[src/rtl/cmptp_pkg.sv]
// Shared types and constants for the cooldown max-pending task picker.
// Used by the top level; depends on nothing else.
`timescale 1ns / 1ps
`default_nettype none

package cmptp_pkg;

   localparam int NUM_CLASSES_DEF = 26;
   localparam int COUNT_MAX_DEF   = 255;

   localparam int OP_W    = 2;
   localparam int CLASS_W = 5;
   localparam int COOL_W  = 8;
   localparam int TICK_W  = 16;

   localparam logic [TICK_W-1:0] TICK_MAX = '1;

   typedef enum logic [OP_W-1:0] {
      OP_ADD   = 2'd0,
      OP_TICK  = 2'd1,
      OP_CLEAR = 2'd2
   } op_type;

endpackage

`default_nettype wire

[src/rtl/cooldown_max_pending_task_picker.sv]
// Top level of the cooldown max-pending task picker: sequencer, scan compare and result register.
// Depends on cmptp_pkg and on cmptp_ram for the per-class count and cooldown entries.
`timescale 1ns / 1ps
`default_nettype none

// How to use this block:
// A transaction is taken when start is high and busy is low. The op field selects
// an add of one task to req_task_class, a tick, or a clear of all state.
// An add gives no result. A clear sweeps the class RAM to zero and gives no result.
// In a tick the class entries are read one per cycle through the single read port of
// the class RAM; entries in cooldown are counted down, the others are compared against
// the running best, then the winner is written back. The tick result is shown on the
// rsp_ ports for exactly one cycle with rsp_valid high, in the cycle in which busy
// falls. The receiver cannot stall; it must take the result then.
// The user must write the cooldown register through csr_wr_en and csr_wr_data only
// while the block is idle; the block itself does not enforce this. After reset the
// block sweeps the class RAM to zero with busy high; the cooldown register resets to
// zero. A clear keeps the cooldown register. An op value of 3, or an add to a class
// past the last one, is dropped at once.

module cooldown_max_pending_task_picker #(
   parameter int NUM_CLASSES = cmptp_pkg::NUM_CLASSES_DEF,
   parameter int COUNT_MAX   = cmptp_pkg::COUNT_MAX_DEF
) (
   input  wire logic                              clock,
   input  wire logic                              reset,
   input  wire logic                              start,
   output logic                                   busy,
   input  wire logic [cmptp_pkg::OP_W-1:0]        req_op,
   input  wire logic [cmptp_pkg::CLASS_W-1:0]     req_task_class,
   output logic                                   rsp_valid,
   output logic                                   rsp_issued_valid,
   output logic      [cmptp_pkg::CLASS_W-1:0]     rsp_issued_class,
   output logic                                   rsp_work_left,
   output logic      [cmptp_pkg::TICK_W-1:0]      rsp_cycle_number,
   input  wire logic                              csr_wr_en,
   input  wire logic [cmptp_pkg::COOL_W-1:0]      csr_wr_data
);

   localparam int IDX_W = $clog2(NUM_CLASSES);
   localparam int NZ_W  = $clog2(NUM_CLASSES + 1);
   localparam int CNT_W = $clog2(COUNT_MAX + 1);
   localparam int ENT_W = CNT_W + cmptp_pkg::COOL_W;
   localparam logic [IDX_W-1:0] LAST_IDX  = IDX_W'(NUM_CLASSES - 1);
   localparam logic [CNT_W-1:0] CNT_LIMIT = CNT_W'(COUNT_MAX);

   typedef enum logic [2:0] {
      ST_CLEAR,
      ST_IDLE,
      ST_ADD,
      ST_SCAN,
      ST_ISSUE
   } state_type;

   state_type                       state_ff, state_in;
   logic [IDX_W-1:0]                idx_ff, idx_in;
   logic [IDX_W-1:0]                best_ff, best_in;
   logic [CNT_W-1:0]                best_cnt_ff, best_cnt_in;
   logic                            found_ff, found_in;
   logic [NZ_W-1:0]                 nz_ff, nz_in;
   logic [cmptp_pkg::TICK_W-1:0]    tick_ff, tick_in;
   logic [cmptp_pkg::COOL_W-1:0]    cooldown_ff;

   logic                            rsp_valid_ff, rsp_valid_in;
   logic                            rsp_issued_valid_ff, rsp_issued_valid_in;
   logic [cmptp_pkg::CLASS_W-1:0]   rsp_issued_class_ff, rsp_issued_class_in;
   logic                            rsp_work_left_ff, rsp_work_left_in;
   logic [cmptp_pkg::TICK_W-1:0]    rsp_cycle_number_ff, rsp_cycle_number_in;

   logic                            ram_we;
   logic [IDX_W-1:0]                ram_waddr;
   logic [ENT_W-1:0]                ram_wdata;
   logic [IDX_W-1:0]                ram_raddr;
   logic [ENT_W-1:0]                ram_rdata;

   logic [cmptp_pkg::COOL_W-1:0]    rd_cool;
   logic [CNT_W-1:0]                rd_cnt;
   logic [6:0]                      cls_ext;
   logic                            cls_ok;
   logic [6:0]                      best_ext;
   cmptp_pkg::op_type               op;

   cmptp_ram #(
      .WIDTH (ENT_W),
      .DEPTH (NUM_CLASSES)
   ) u_class_ram (
      .clock   (clock),
      .wr_en   (ram_we),
      .wr_addr (ram_waddr),
      .wr_data (ram_wdata),
      .rd_addr (ram_raddr),
      .rd_data (ram_rdata)
   );

   assign rd_cool  = ram_rdata[CNT_W +: cmptp_pkg::COOL_W];
   assign rd_cnt   = ram_rdata[CNT_W-1:0];
   assign cls_ext  = {2'b00, req_task_class};
   assign cls_ok   = cls_ext < 7'(NUM_CLASSES);
   assign best_ext = 7'(best_ff);
   assign op       = cmptp_pkg::op_type'(req_op);

   always_comb begin
      state_in            = state_ff;
      idx_in              = idx_ff;
      best_in             = best_ff;
      best_cnt_in         = best_cnt_ff;
      found_in            = found_ff;
      nz_in               = nz_ff;
      tick_in             = tick_ff;
      rsp_valid_in        = 1'b0;
      rsp_issued_valid_in = rsp_issued_valid_ff;
      rsp_issued_class_in = rsp_issued_class_ff;
      rsp_work_left_in    = rsp_work_left_ff;
      rsp_cycle_number_in = rsp_cycle_number_ff;
      ram_we              = 1'b0;
      ram_waddr           = idx_ff;
      ram_wdata           = '0;
      ram_raddr           = idx_ff;

      case (state_ff)
         ST_CLEAR: begin
            ram_we = 1'b1;
            if (idx_ff == LAST_IDX) begin
               idx_in   = '0;
               state_in = ST_IDLE;
            end else begin
               idx_in = idx_ff + IDX_W'(1);
            end
         end
         ST_IDLE: begin
            if (start) begin
               case (op)
                  cmptp_pkg::OP_ADD: begin
                     if (cls_ok) begin
                        ram_raddr = cls_ext[IDX_W-1:0];
                        idx_in    = cls_ext[IDX_W-1:0];
                        state_in  = ST_ADD;
                     end
                  end
                  cmptp_pkg::OP_TICK: begin
                     ram_raddr   = '0;
                     idx_in      = '0;
                     best_in     = '0;
                     best_cnt_in = '0;
                     found_in    = 1'b0;
                     if (tick_ff != cmptp_pkg::TICK_MAX) begin
                        tick_in = tick_ff + cmptp_pkg::TICK_W'(1);
                     end
                     state_in = ST_SCAN;
                  end
                  cmptp_pkg::OP_CLEAR: begin
                     idx_in   = '0;
                     tick_in  = '0;
                     nz_in    = '0;
                     state_in = ST_CLEAR;
                  end
                  default: begin
                  end
               endcase
            end
         end
         ST_ADD: begin
            if (rd_cnt < CNT_LIMIT) begin
               ram_we    = 1'b1;
               ram_wdata = {rd_cool, rd_cnt + CNT_W'(1)};
            end
            if (rd_cnt == '0) begin
               nz_in = nz_ff + NZ_W'(1);
            end
            state_in = ST_IDLE;
         end
         ST_SCAN: begin
            ram_raddr = (idx_ff == LAST_IDX) ? '0 : idx_ff + IDX_W'(1);
            if (rd_cool != '0) begin
               ram_we    = 1'b1;
               ram_wdata = {rd_cool - cmptp_pkg::COOL_W'(1), rd_cnt};
            end else if (rd_cnt > best_cnt_ff) begin
               best_in     = idx_ff;
               best_cnt_in = rd_cnt;
               found_in    = 1'b1;
            end
            if (idx_ff == LAST_IDX) begin
               state_in = ST_ISSUE;
            end else begin
               idx_in = idx_ff + IDX_W'(1);
            end
         end
         ST_ISSUE: begin
            if (found_ff) begin
               ram_we    = 1'b1;
               ram_waddr = best_ff;
               ram_wdata = {cooldown_ff, best_cnt_ff - CNT_W'(1)};
               if (best_cnt_ff == CNT_W'(1)) begin
                  nz_in = nz_ff - NZ_W'(1);
               end
            end
            rsp_valid_in        = 1'b1;
            rsp_issued_valid_in = found_ff;
            rsp_issued_class_in = found_ff ? best_ext[cmptp_pkg::CLASS_W-1:0] : '0;
            rsp_work_left_in    = (nz_in != '0);
            rsp_cycle_number_in = tick_ff;
            idx_in              = '0;
            state_in            = ST_IDLE;
         end
         default: begin
            state_in = ST_IDLE;
         end
      endcase
   end

   always_ff @(posedge clock) begin
      if (reset) begin
         state_ff     <= ST_CLEAR;
         idx_ff       <= '0;
         best_ff      <= '0;
         best_cnt_ff  <= '0;
         found_ff     <= 1'b0;
         nz_ff        <= '0;
         tick_ff      <= '0;
         cooldown_ff  <= '0;
         rsp_valid_ff <= 1'b0;
      end else begin
         state_ff     <= state_in;
         idx_ff       <= idx_in;
         best_ff      <= best_in;
         best_cnt_ff  <= best_cnt_in;
         found_ff     <= found_in;
         nz_ff        <= nz_in;
         tick_ff      <= tick_in;
         rsp_valid_ff <= rsp_valid_in;
         if (csr_wr_en) begin
            cooldown_ff <= csr_wr_data;
         end
      end
      rsp_issued_valid_ff <= rsp_issued_valid_in;
      rsp_issued_class_ff <= rsp_issued_class_in;
      rsp_work_left_ff    <= rsp_work_left_in;
      rsp_cycle_number_ff <= rsp_cycle_number_in;
   end

   assign busy             = (state_ff != ST_IDLE);
   assign rsp_valid        = rsp_valid_ff;
   assign rsp_issued_valid = rsp_issued_valid_ff;
   assign rsp_issued_class = rsp_issued_class_ff;
   assign rsp_work_left    = rsp_work_left_ff;
   assign rsp_cycle_number = rsp_cycle_number_ff;

`ifndef SYNTHESIS
   a_reset_clears: assert property (@(posedge clock) reset |=> busy)
      else $error("Block is not sweeping the class RAM after reset.");

   a_result_at_idle: assert property (@(posedge clock) disable iff (reset)
      rsp_valid |-> !busy && $past(state_ff == ST_ISSUE))
      else $error("Result strobe does not follow the issue step.");

   a_idle_class_zero: assert property (@(posedge clock) disable iff (reset)
      (rsp_valid && !rsp_issued_valid) |-> (rsp_issued_class == '0))
      else $error("Idle tick reports a nonzero class.");

   a_nz_bounded: assert property (@(posedge clock) disable iff (reset)
      nz_ff <= NZ_W'(NUM_CLASSES))
      else $error("Count of nonempty classes exceeds the number of classes.");

   a_issue_means_work: assert property (@(posedge clock) disable iff (reset)
      (state_ff == ST_ISSUE && found_ff && best_cnt_ff > CNT_W'(1)) |=> rsp_work_left)
      else $error("Work left is low although the issued class still has tasks.");
`endif

endmodule

`default_nettype wire

[src/rtl/cmptp_ram.sv]
// Generic single-port-write, single-port-read RAM with a registered read.
// Depends on nothing; holds the per-class entries of the task picker.
`timescale 1ns / 1ps
`default_nettype none

module cmptp_ram #(
   parameter int WIDTH = 8,
   parameter int DEPTH = 32
) (
   input  wire logic                     clock,
   input  wire logic                     wr_en,
   input  wire logic [$clog2(DEPTH)-1:0] wr_addr,
   input  wire logic [WIDTH-1:0]         wr_data,
   input  wire logic [$clog2(DEPTH)-1:0] rd_addr,
   output logic      [WIDTH-1:0]         rd_data
);

   logic [WIDTH-1:0] mem_ff [DEPTH];
   logic [WIDTH-1:0] rd_data_ff;

   always_ff @(posedge clock) begin
      if (wr_en) begin
         mem_ff[wr_addr] <= wr_data;
      end
      rd_data_ff <= mem_ff[rd_addr];
   end

   assign rd_data = rd_data_ff;

endmodule

`default_nettype wire

[config.mk]
export PLATFORM = sky130hd
export DESIGN_NAME = cooldown_max_pending_task_picker
export DESIGN_NICKNAME = d
export VERILOG_FILES = /design/src/rtl/cmptp_pkg.sv /design/src/rtl/cooldown_max_pending_task_picker.sv /design/src/rtl/cmptp_ram.sv
export SDC_FILE = /design/constraint.sdc
export NUM_CORES = 1
export LEC_CHECK = 0
export ABC_AREA = 1
export BUFFER_PORTS_ARGS = -buffer_cell sky130_fd_sc_hd__buf_4
export CAP_MARGIN = 20
export CORE_ASPECT_RATIO = 0.75
export CORE_MARGIN = 1.5
export CORE_UTILIZATION = 30
export DETAILED_ROUTE_END_ITERATION = 10
export PLACE_DENSITY = 0.52
export SKIP_CTS_REPAIR_TIMING = 1
export SLEW_MARGIN = 0
export SYNTH_ARGS = -nofsm -noshare
export SYNTH_HDL_FRONTEND = slang
export SYNTH_SLANG_ARGS = --single-unit
[constraint.sdc]
create_clock -name clock -period 9.4 [get_ports clock]
set_clock_uncertainty 0.05 [all_clocks]
set_input_delay 0.94 -clock clock [delete_from_list [all_inputs] [get_ports clock]]
set_output_delay 0.94 -clock clock [all_outputs]
set_load 0.02 [all_outputs]
Word-level counts from Yosys, hierarchy flattened:

Memory sizes are Yosys's and may differ from the RTL's. A register that Yosys moved wholly into a read port is not among the register bits.
Cells that the tools add are included.

* bits of input ports: 19
* output and inout bits: 25
* memory bits (writable): 416
* bits in registers: 75
* memories kept: 1
* logic and storage cells: 114

* order comparisons: 3
* add/subtract/negate cells: 7
* reduce and logical (&&, ||, !) cells: 15
* multiplexer cells: 52
* eq/ne operators: 23

Memories
* u_class_ram.mem_ff: words 26, bits a word 16, read ports 1, clocked after Yosys merged registers in 1, write ports 1, RTL line cmptp_ram.sv:18 `logic [WIDTH-1:0] mem_ff [DEPTH];`

Operators by type and width (number)
* $mux W5: 17
* $mux W16: 4
* $pmux W16 S3: 1
* $pmux W5 S2: 4
* $mux W8: 4
* $pmux W16 S2: 1
* $pmux W5 S4: 1
* $ne A2 B2 Y1 const B: 9
* $pmux W3 S3: 2
* $add A16 B1 Y16 const B: 1
* $ne A16 B16 Y1 const B: 1
* $pmux W8 S2: 1
* $sub A8 B1 Y8 const B: 2
* $pmux W5 S3: 1
* $mux W3: 4
* $reduce_and A4 Y1: 3
* $add A5 B1 Y5 const B: 2
* $mux W1: 10
* $reduce_and A5 Y1: 2
* $add A8 B1 Y8 const B: 1
* $eq A8 B1 Y1 const B: 1
* $gt A8 B8 Y1: 1
* $logic_not A8 Y1: 1
* $lt A8 B8 Y1 const B: 1
* other kinds (23): 25

Depth between registers and ports, before layout:

Gate-level depths: netlist of run 1.

* depth after elaboration: 5
* mapped depth: 17
* mapped depth without buffers: 14

Cells and area by module:

A second synthesis of run 1 with hierarchy kept.

* cells, all modules: 2225
* area, all modules: 22311.4 um2

By module, submodules not included
* cmptp_ram: sequential area each 12812.3 um2, area an instance 17601.9 um2, cells an instance 1557, instances 1
* cooldown_max_pending_task_picker: sequential area each 1731.7 um2, area an instance 4709.5 um2, cells an instance 668, instances 1

Least setup slack after synthesis of run 1:

Ideal clock, no wire load.

* kind: reg2reg
* from: register state_ff[0]
* to: memory u_class_ram.mem_ff[0][11] in the netlist's numbering, data pin
* buffers on the path: 2
* stages on the path, launching flop included: 9
* arrival: 3159 ps
* library setup time: 542 ps
* period minus slack after synthesis: 3751 ps
* required time: 8808 ps
* slack: 5649 ps
* cell sequence: dfxtp_1 -> nand2_2 -> nor2_4 -> inv_2 -> buf_2 -> nor2_2 -> inv_2 -> buf_2 -> o311ai_0

* word-level cells in the longest chain between the ends: 2
* elaborated cells between the ends (all ways): 4
* those cells by class: 3 x eq/ne; 1 x mux

RTL lines
* from (decl): RTL line cooldown_max_pending_task_picker.sv:55 `state_type state_ff, state_in;`
* from (signal assigned): RTL line cooldown_max_pending_task_picker.sv:223 `state_ff <= state_in;`
* $eq A3 B3 Y1 / $eq A3 B2 Y1 (equally long branches): RTL line cooldown_max_pending_task_picker.sv:120 `case (state_ff)`
* $pmux W16 S3 *: RTL line cooldown_max_pending_task_picker.sv:120
* net ram_wdata[11]: RTL line cooldown_max_pending_task_picker.sv:72 `logic [ENT_W-1:0] ram_wdata;`
* to (decl): RTL line cmptp_ram.sv:18

The timed path passes the listed nets; every way through them passes the cells marked *.

Worst setup path after layout of run 1:

* from: register idx_ff[1]
* to: register u_class_ram.rd_data_ff[12] (netlist: u_class_ram.rd_data[12]), read port of u_class_ram.mem_ff

* word-level cells in the longest chain between the ends: 4
* elaborated cells between the ends (all ways): 7
* those cells by class: 1 x add/sub; 1 x eq/ne; 5 x mux

RTL lines
* from (decl): RTL line cooldown_max_pending_task_picker.sv:56 `logic [IDX_W-1:0] idx_ff, idx_in;`
* from (signal assigned): RTL line cooldown_max_pending_task_picker.sv:224 `idx_ff <= idx_in;`
* parallel branches: the longest is 3 deep, another holds $add A5 B1 Y5
* $pmux W5 S2 *: RTL line cooldown_max_pending_task_picker.sv:120
* to (decl): RTL line cmptp_ram.sv:19 `logic [WIDTH-1:0] rd_data_ff;`

Mark *: on every way between the ends.
A chain may end at the register's enable or synchronous reset.

==> flow_summary.yaml, run 1 <==
status:
  status: "complete, no violations"
cells_and_area:
  final_nets: 2512
  mostFrequentLayoutCell: "inv_1"
  final_cell_mix: "inv_1, edfxtp_1, nand2_1"
  utilization_pct: 34.84
  antenna_cells: 0
  fill_cells: 7811
  drive_gt1_share_pct: 8.990
  syn2layout_area_growth_pct: 14.21
clocking:
  cts_root_buf: "clkbuf_16"
  cts_inserted_buffers: 53
  cts_tree: "built"
  clk_pin_slew_ns: 0.06
  htree_levels: 2
  clockBufferDepth: 3
  clock_sinks: 507
  clock_latency_ns: 0.62
placement:
  gp_congestion: 0.8713
  hpwlAfterDp_mm: 40.74
  io_buffers: 43
die:
  core_area_um2: 77510
  rows: 88
  initial_core_util_pct: 30.51
  ios: 44
  die_h_um: 246.2
  die-area_um2: 80540
  die_x_um: 327.2
worst_setup_path:
  crit_path_max_incr_delay_ns: 1.10
  crit_arrival_ns: 5.15
  setup.worst_path.end_class: "register"
  crit_type: "reg2reg"
  crit_slowest_cell: "nand3_4"
  path_cells: "inv_1 > ha_1 > nand4_1 > nand3_4 > nand3_4 > buf_4 > inv_2 > nor2_1 > nor2_1 > o21ai_0 > nand2_1 > nand2_1 > nand2_1"
  worst_ep_required_time_ns: 9.86
  start_kind: "register"
  path_max_fanout: 74
  cpMostUsedCell: "nand2_1"
power:
  ir_worst_vdd_v: 0.0002042
  power.density_nw_per_um2: 280.9
  p_leak_nw: 11.15
timing:
  finalSetupViolations: 0
  max_slew_margin_pct: 27.84
  hold_viol: 0
  tightest_slew_ns: 1.078
  maxSlewViolCount: 0
  period_needed_ns: 4.693
  rsz0062_at_grt: "no"
  fin_tns_setup_ns: 0
  period_share_pct: 49.92
  fmax_mhz: 213.1
detailed_routing:
  firstDrtPassIters: 6
  drt_wl_total_mm: 69.00
  vias: 17690
  dr.first_iter.drc_count: 1898
  ant_nets: 0
  drt-wirelength-per-cell_um: 19.44
  drc: 0
  via_per_inst: 4.985
logic_synthesis:
  synth-adder-area-share_pct: 1.217
  synth_area_um2: 23650
  synth_top_cell_by_area: "edfxtp_1"
  synth-simple-area-share_pct: 22.53
  synth_compound_area_share_pct: 3.841
  yosysSeqAreaShare_pct: 61.50
  synthXorXnorAreaFrac_pct: 0.4814
  synth_top_family_by_area: "simple AND/OR/NAND/NOR gates"
  synth_cell_types: 45
  ys_warn_count: 0
  synth_top_area_share_pct: 55.74
  synth_area_leaders: "edfxtp_1, nand3_1, inv_1, nand2_1, dfxtp_1"
  synth_cells: 2450
  async_flop_share_pct: 0
  synthFlopType: "edfxtp_1"
  synth_edf_count: 439
  synthMuxAreaShare_pct: 0
  avgSynthCellArea_um2: 9.653
  synth-seq-cells: 507
  syn_nets: 2492
flow_run:
  max_cap_violations: 0
min_path:
  hold_path.class: "reg2reg"
global_routing:
  grt.total_usage_pct: 17.01
  grt_pass1_wl_mm: 104.9
  grt_max_degree: 75
  overflow: 0
  grt_pass1_vias: 17110
  antenna_found_initial: 0
worst max-delay path: cells and delay by family, from the launching register on:
| kind | cells | cell delay, ns |
|---|---|---|
| simple gates | 8 | 2.67 |
| flops | 1 | 0.46 |
| buf+inv | 3 | 1.05 |
| compound gates | 1 | 0.09 |
| fa+ha+maj | 1 | 0.19 |
where the power goes:
| group | switching (mW) | internal (mW) |
|---|---|---|
| Combinational | 1.75 | 0.646 |
| Sequential | 0.129 | 2.80 |
| Clock | 0.905 | 1.36 |
cell type report:
cell class              count  area, um2  share of cell area, %
clock buffers              70       1420                  5.258
clock inverters            29      420.4                  1.556
inverters                 484       1817                  6.726
multi-input cells        1324       6763                  25.04
flip-flops and latches    507      14540                  53.85
well taps                1035       1295                  4.795
repair buffers            100      750.7                  2.779
routing by layer:
| metal | up-vias | track usage (%) | wire (um) |
|---|---|---|---|
| li1 | 8331 | - | - |
| met1 | 8620 | 24.27 | 32090 |
| met2 | 624 | 25.47 | 29920 |
| met3 | 118 | 3.937 | 5232 |
| met4 | 0 | 5.215 | 1761 |
| met5 | - | 0 | 0 |
flip-flops by register name (all words and copies together), names as in the netlist:
register	flops
best_cnt_ff	8
best_ff	5
cooldown_ff	8
found_ff	1
idx_ff	5
nz_ff	5
rsp_cycle_number	16
rsp_issued_class	5
rsp_issued_valid	1
rsp_valid	1
rsp_work_left	1
state_ff	3
tick_ff	16
u_class_ram.mem_ff	416
u_class_ram.rd_data	16
cell usage after synthesis (3+ instances only):
| cell | number |
|---|---|
| o21ai_1 | 8 |
| nor3_2 | 3 |
| clkbuf_1 | 41 |
| buf_4 | 11 |
| nand3_1 | 368 |
| nor2_1 | 132 |
| inv_2 | 17 |
| nor3_1 | 12 |
| nand4_1 | 206 |
| a21oi_1 | 53 |
| buf_6 | 3 |
| nor2_2 | 4 |
| buf_2 | 65 |
| inv_1 | 466 |
| o22ai_1 | 4 |
| o211ai_1 | 7 |
| ha_1 | 23 |
| o221ai_1 | 6 |
| buf_1 | 15 |
| xor2_1 | 10 |
| edfxtp_1 | 439 |
| xnor2_1 | 3 |
| nand3_2 | 3 |
| o21ai_0 | 63 |
| nand2_1 | 393 |
| dfxtp_1 | 68 |
metrics by stage:
step | instance area [um2] | std cells | setup WS [ns] | hold WS, ns | power [mW]
after floorplan | 23650 | 2450 | 5.649 | 0.3747 | 4.510
after global placement | 25170 | 3450 | 4.499 | 0.3984 | 5.318
after detailed placement | 25170 | 3450 | 4.487 | 0.3942 | 5.344
after CTS | 27010 | 3549 | 4.791 | 0.4121 | 7.612
after global routing | 27010 | 3549 | 4.397 | 0.4272 | 7.989
final | 27010 | 3549 | 4.707 | 0.4114 | 7.587
cell families (layout without fill, tap and decap cells):
logic type | Yosys count | count (layout)
buffers and inverters | 619 | 683
AOI/OAI and AO/OA | 159 | 159
xor gates and xnor gates | 13 | 13
adders and majority gates | 23 | 23
DFF | 507 | 507
and+or+nand+nor | 1129 | 1129
final timing paths:
check              from                       to  slack (ns)  cells after the start
max           idx_ff[1]  u_class_ram.rd_data[12]        4.71                     13
min          tick_ff[3]      rsp_cycle_number[3]        0.41                      0
max reg2reg   idx_ff[1]  u_class_ram.rd_data[12]        4.71                     13
min reg2reg  tick_ff[3]      rsp_cycle_number[3]        0.41                      0
(Power assumes the default switching activity.)
==> inputs of run 2 (changes only) <==
--- a/config.mk
+++ b/config.mk
@@ -5,14 +5,14 @@
 export SDC_FILE = /design/constraint.sdc
 export NUM_CORES = 1
 export LEC_CHECK = 0
-export ABC_AREA = 1
+export ABC_AREA = 0
 export BUFFER_PORTS_ARGS = -buffer_cell sky130_fd_sc_hd__buf_4
 export CAP_MARGIN = 20
 export CORE_ASPECT_RATIO = 0.75
 export CORE_MARGIN = 1.5
 export CORE_UTILIZATION = 30
 export DETAILED_ROUTE_END_ITERATION = 10
-export PLACE_DENSITY = 0.52
+export PLACE_DENSITY = 0.54
 export SKIP_CTS_REPAIR_TIMING = 1
 export SLEW_MARGIN = 0
 export SYNTH_ARGS = -nofsm -noshare
==> constraint.sdc (replaced) <==
create_clock -name clock -period 3.9 [get_ports clock]
set_clock_uncertainty 0.05 [all_clocks]
set_input_delay 0.39 -clock clock [delete_from_list [all_inputs] [get_ports clock]]
set_output_delay 0.39 -clock clock [all_outputs]
set_load 0.02 [all_outputs]
==> run 2 against run 1 <==
  * The run now ends with hold timing left
  * Combinational power is 70% lower
  * Maximum frequency grew 33%
  * Global-route usage shrank 1.9 points
  * Via count shrank 22%
  * Die area fell by 10%
  * Synthesized area down 10%
  * Flip-flop and latch count is the same
  * Sequential share of layout area rose by 5.1 points
  * Total power is 53% higher
  * First-iteration DRC count fell by 35%
  * Design area shrank 8.7%
==> flow_summary.yaml, run 2 <==
cells_and_area:
  drive_gt1_share_pct: 14.16
  utilization_pct: 35.18
  final_nets: 1773
  largest_reg_flops: 416
  antenna_cells: 0
  syn2layout_area_growth_pct: 16.15
  top_register: "u_class_ram.mem_ff"
  final_cell_mix: "edfxtp_1, nand2_1, buf_4"
  mostFrequentLayoutCell: "edfxtp_1"
  fill_cells: 6745
logic_synthesis:
  async_flop_share_pct: 0
  synthFlopType: "edfxtp_1"
  ys_warn_count: 0
  synth_edf_count: 439
  synth-seq-cells: 507
  synth_cells: 1648
  synth.most_common_cell: "edfxtp_1"
  synth_area_um2: 21230
  syn_nets: 1690
  yosysSeqAreaShare_pct: 68.50
  avgSynthCellArea_um2: 12.88
  synth_common_cells: "edfxtp_1, nand2_1, nor2_1"
  synth_top_area_share_pct: 62.09
  synth_cell_types: 64
  synth_area_leaders: "edfxtp_1, dfxtp_1, nand2_1, mux2i_1, nand3_1"
  synth_top_cell_by_area: "edfxtp_1"
detailed_routing:
  ant_nets: 0
  drt_wl_total_mm: 54.71
  drt-wirelength-per-cell_um: 20.12
  drc: 0
  firstDrtPassIters: 5
  via_per_inst: 5.072
  vias: 13790
  dr.first_iter.drc_count: 1243
global_routing:
  grt_pass1_vias: 13370
  overflow: 0
  use_met2_pct: 21.94
  grt_max_degree: 85
  grt.total_usage_pct: 15.11
  grt_pass1_wl_mm: 83.12
  busiest_layer: "met1"
  grtUsageMet3_pct: 2.522
  grt_use_met1_pct: 22.90
  antenna_found_initial: 1
worst_setup_path:
  critPathTopFamily: "compound AO/OA/AOI/OAI gates"
  path_max_fanout: 13
  path_cells: "or3b_1 > o221ai_2 > o221ai_2 > buf_4 > nand2b_1 > buf_4 > a21oi_1 > a2111oi_0 > a221o_1 > nand3_1"
  crit_arrival_ns: 3.95
  crit_path_max_incr_delay_ns: 0.63
  crit_slowest_cell: "dfxtp_1"
  worst_ep_required_time_ns: 4.32
  start_kind: "register"
  path_buf_inv: 2
  setup.worst_path.end_class: "register"
  crit_type: "reg2reg"
die:
  core_area_um2: 70100
  rows: 84
  die_h_um: 233.4
  die_x_um: 310.2
  die-area_um2: 72390
  initial_core_util_pct: 30.29
  ios: 44
timing:
  finalSetupViolations: 0
  period_needed_ns: 3.522
  hold_viol: 3
  fmax_mhz: 284.0
  period_share_pct: 90.30
  fin_tns_setup_ns: 0
  tightest_slew_ns: 1.050
  rsz0062_at_grt: "no"
  max_slew_margin_pct: 29.91
  fin_hold_ws_ns: -0.01092
  maxSlewViolCount: 0
status:
  status: "finished, violations left"
  violations: "hold timing"
min_path:
  hold_path.class: "in2reg"
clocking:
  clk_pin_slew_ns: 0.06
  htree_levels: 2
  cts_tree: "built"
  clockBufferDepth: 3
  cts_root_buf: "clkbuf_16"
  clock_sinks: 507
  cts_inserted_buffers: 51
  clock_latency_ns: 0.60
power:
  swShare_pct: 23.20
  p_switching_mw: 2.698
  p_comb_share_pct: 6.1
  share_seq_of_total_power_pct: 51.9
  power.density_nw_per_um2: 471.6
  clkPwrFrac_pct: 42.0
  power_mw: 11.63
  p_leak_nw: 8.748
  ir_worst_vdd_v: 0.0002832
  intPower_mw: 8.932
placement:
  hpwlAfterDp_mm: 36.49
  gp_congestion: 0.8272
  io_buffers: 43
flow_run:
  max_cap_violations: 0
[run 2: cell types whose count changed after synthesis, moves of 20 or more]
cell and delta:
a32oi_1 +33, mux2i_1 +76, and2_1 +26, inv_1 -441
a31oi_1 +23, a221o_1 +22, nand3_1 -292, nand4_1 -196
o21ai_0 -20, nor2_1 -48, nand2_1 -83, buf_2 -21
[run 2: stage by stage]
stage | std cells | instance area [um2] | setup WS (ns)
6_report | 2719 | 24660 | 0.3784
5_1_grt | 2719 | 24660 | 0.1311
4_1_cts | 2718 | 24640 | 0.4342
2_1_floorplan | 1648 | 21230 | 0.6999
3_3_place_gp | 2623 | 22980 | 0.2317
3_5_place_dp | 2623 | 22980 | 0.2413
[run 2: cell type report]
class                           instances  area (um2)  share of cell area (%)
Timing Repair Buffer                  131        1016                   4.120
Multi-Input combinational cell       1015        6160                   24.98
Sequential cell                       507       14540                   58.98
Tap cell                              946        1184                   4.800
Inverter                               25       93.84                  0.3805
Clock inverter                         29       279.0                   1.131
Clock buffer                           66        1384                   5.612
[run 2: worst paths after layout]
kind / to / start / depth (start not counted) / slack [ns]
worst min-delay path: cooldown_ff[4] / csr_wr_data[4] / 3 / -0.01
worst max register to register: u_class_ram.rd_data[13] / state_ff[0] / 10 / 0.38
worst max-delay path: u_class_ram.rd_data[13] / state_ff[0] / 10 / 0.38
worst min register to register: best_cnt_ff[6] / best_cnt_ff[6] / 2 / 0.40
[run 2: logic make-up after synthesis]
| logic type | after synthesis | synth area share [%] |
|---|---|---|
| DFF | 507 | 68.50 |
| adders and majority gates | 23 | 1.355 |
| and+or+nand+nor | 599 | 12.76 |
| buffers and inverters | 126 | 2.805 |
| xor gates and xnor gates | 20 | 0.8250 |
| AOI/OAI and AO/OA | 297 | 10.17 |
| muxes | 76 | 3.583 |
[run 2: per-layer routing]
layer | wire (um) | vias up
li1 | - | 6367
met5 | 0 | -
met3 | 3329 | 74
met2 | 23390 | 416
met1 | 26740 | 6934
met4 | 1253 | 0
[run 2: worst reg2reg max path: cells and delay by family (launching register included)]
kind	cells	cell delay [ns]
compound gates	5	1.41
buf+inv	2	0.46
flops	1	0.63
simple gates	3	0.85
[run 2: power by group through the flow]
| stage | Clock, mW | Sequential, mW | Combinational, mW |
|---|---|---|---|
| final | 4.88 | 6.03 | 0.715 |
| after global routing | 5.18 | 6.04 | 0.786 |
| after CTS | 4.98 | 6.03 | 0.722 |
| after detailed placement | 0 | 6.15 | 0.719 |
| after global placement | 0 | 6.15 | 0.707 |
| after floorplan | 0 | 6.07 | 0.485 |
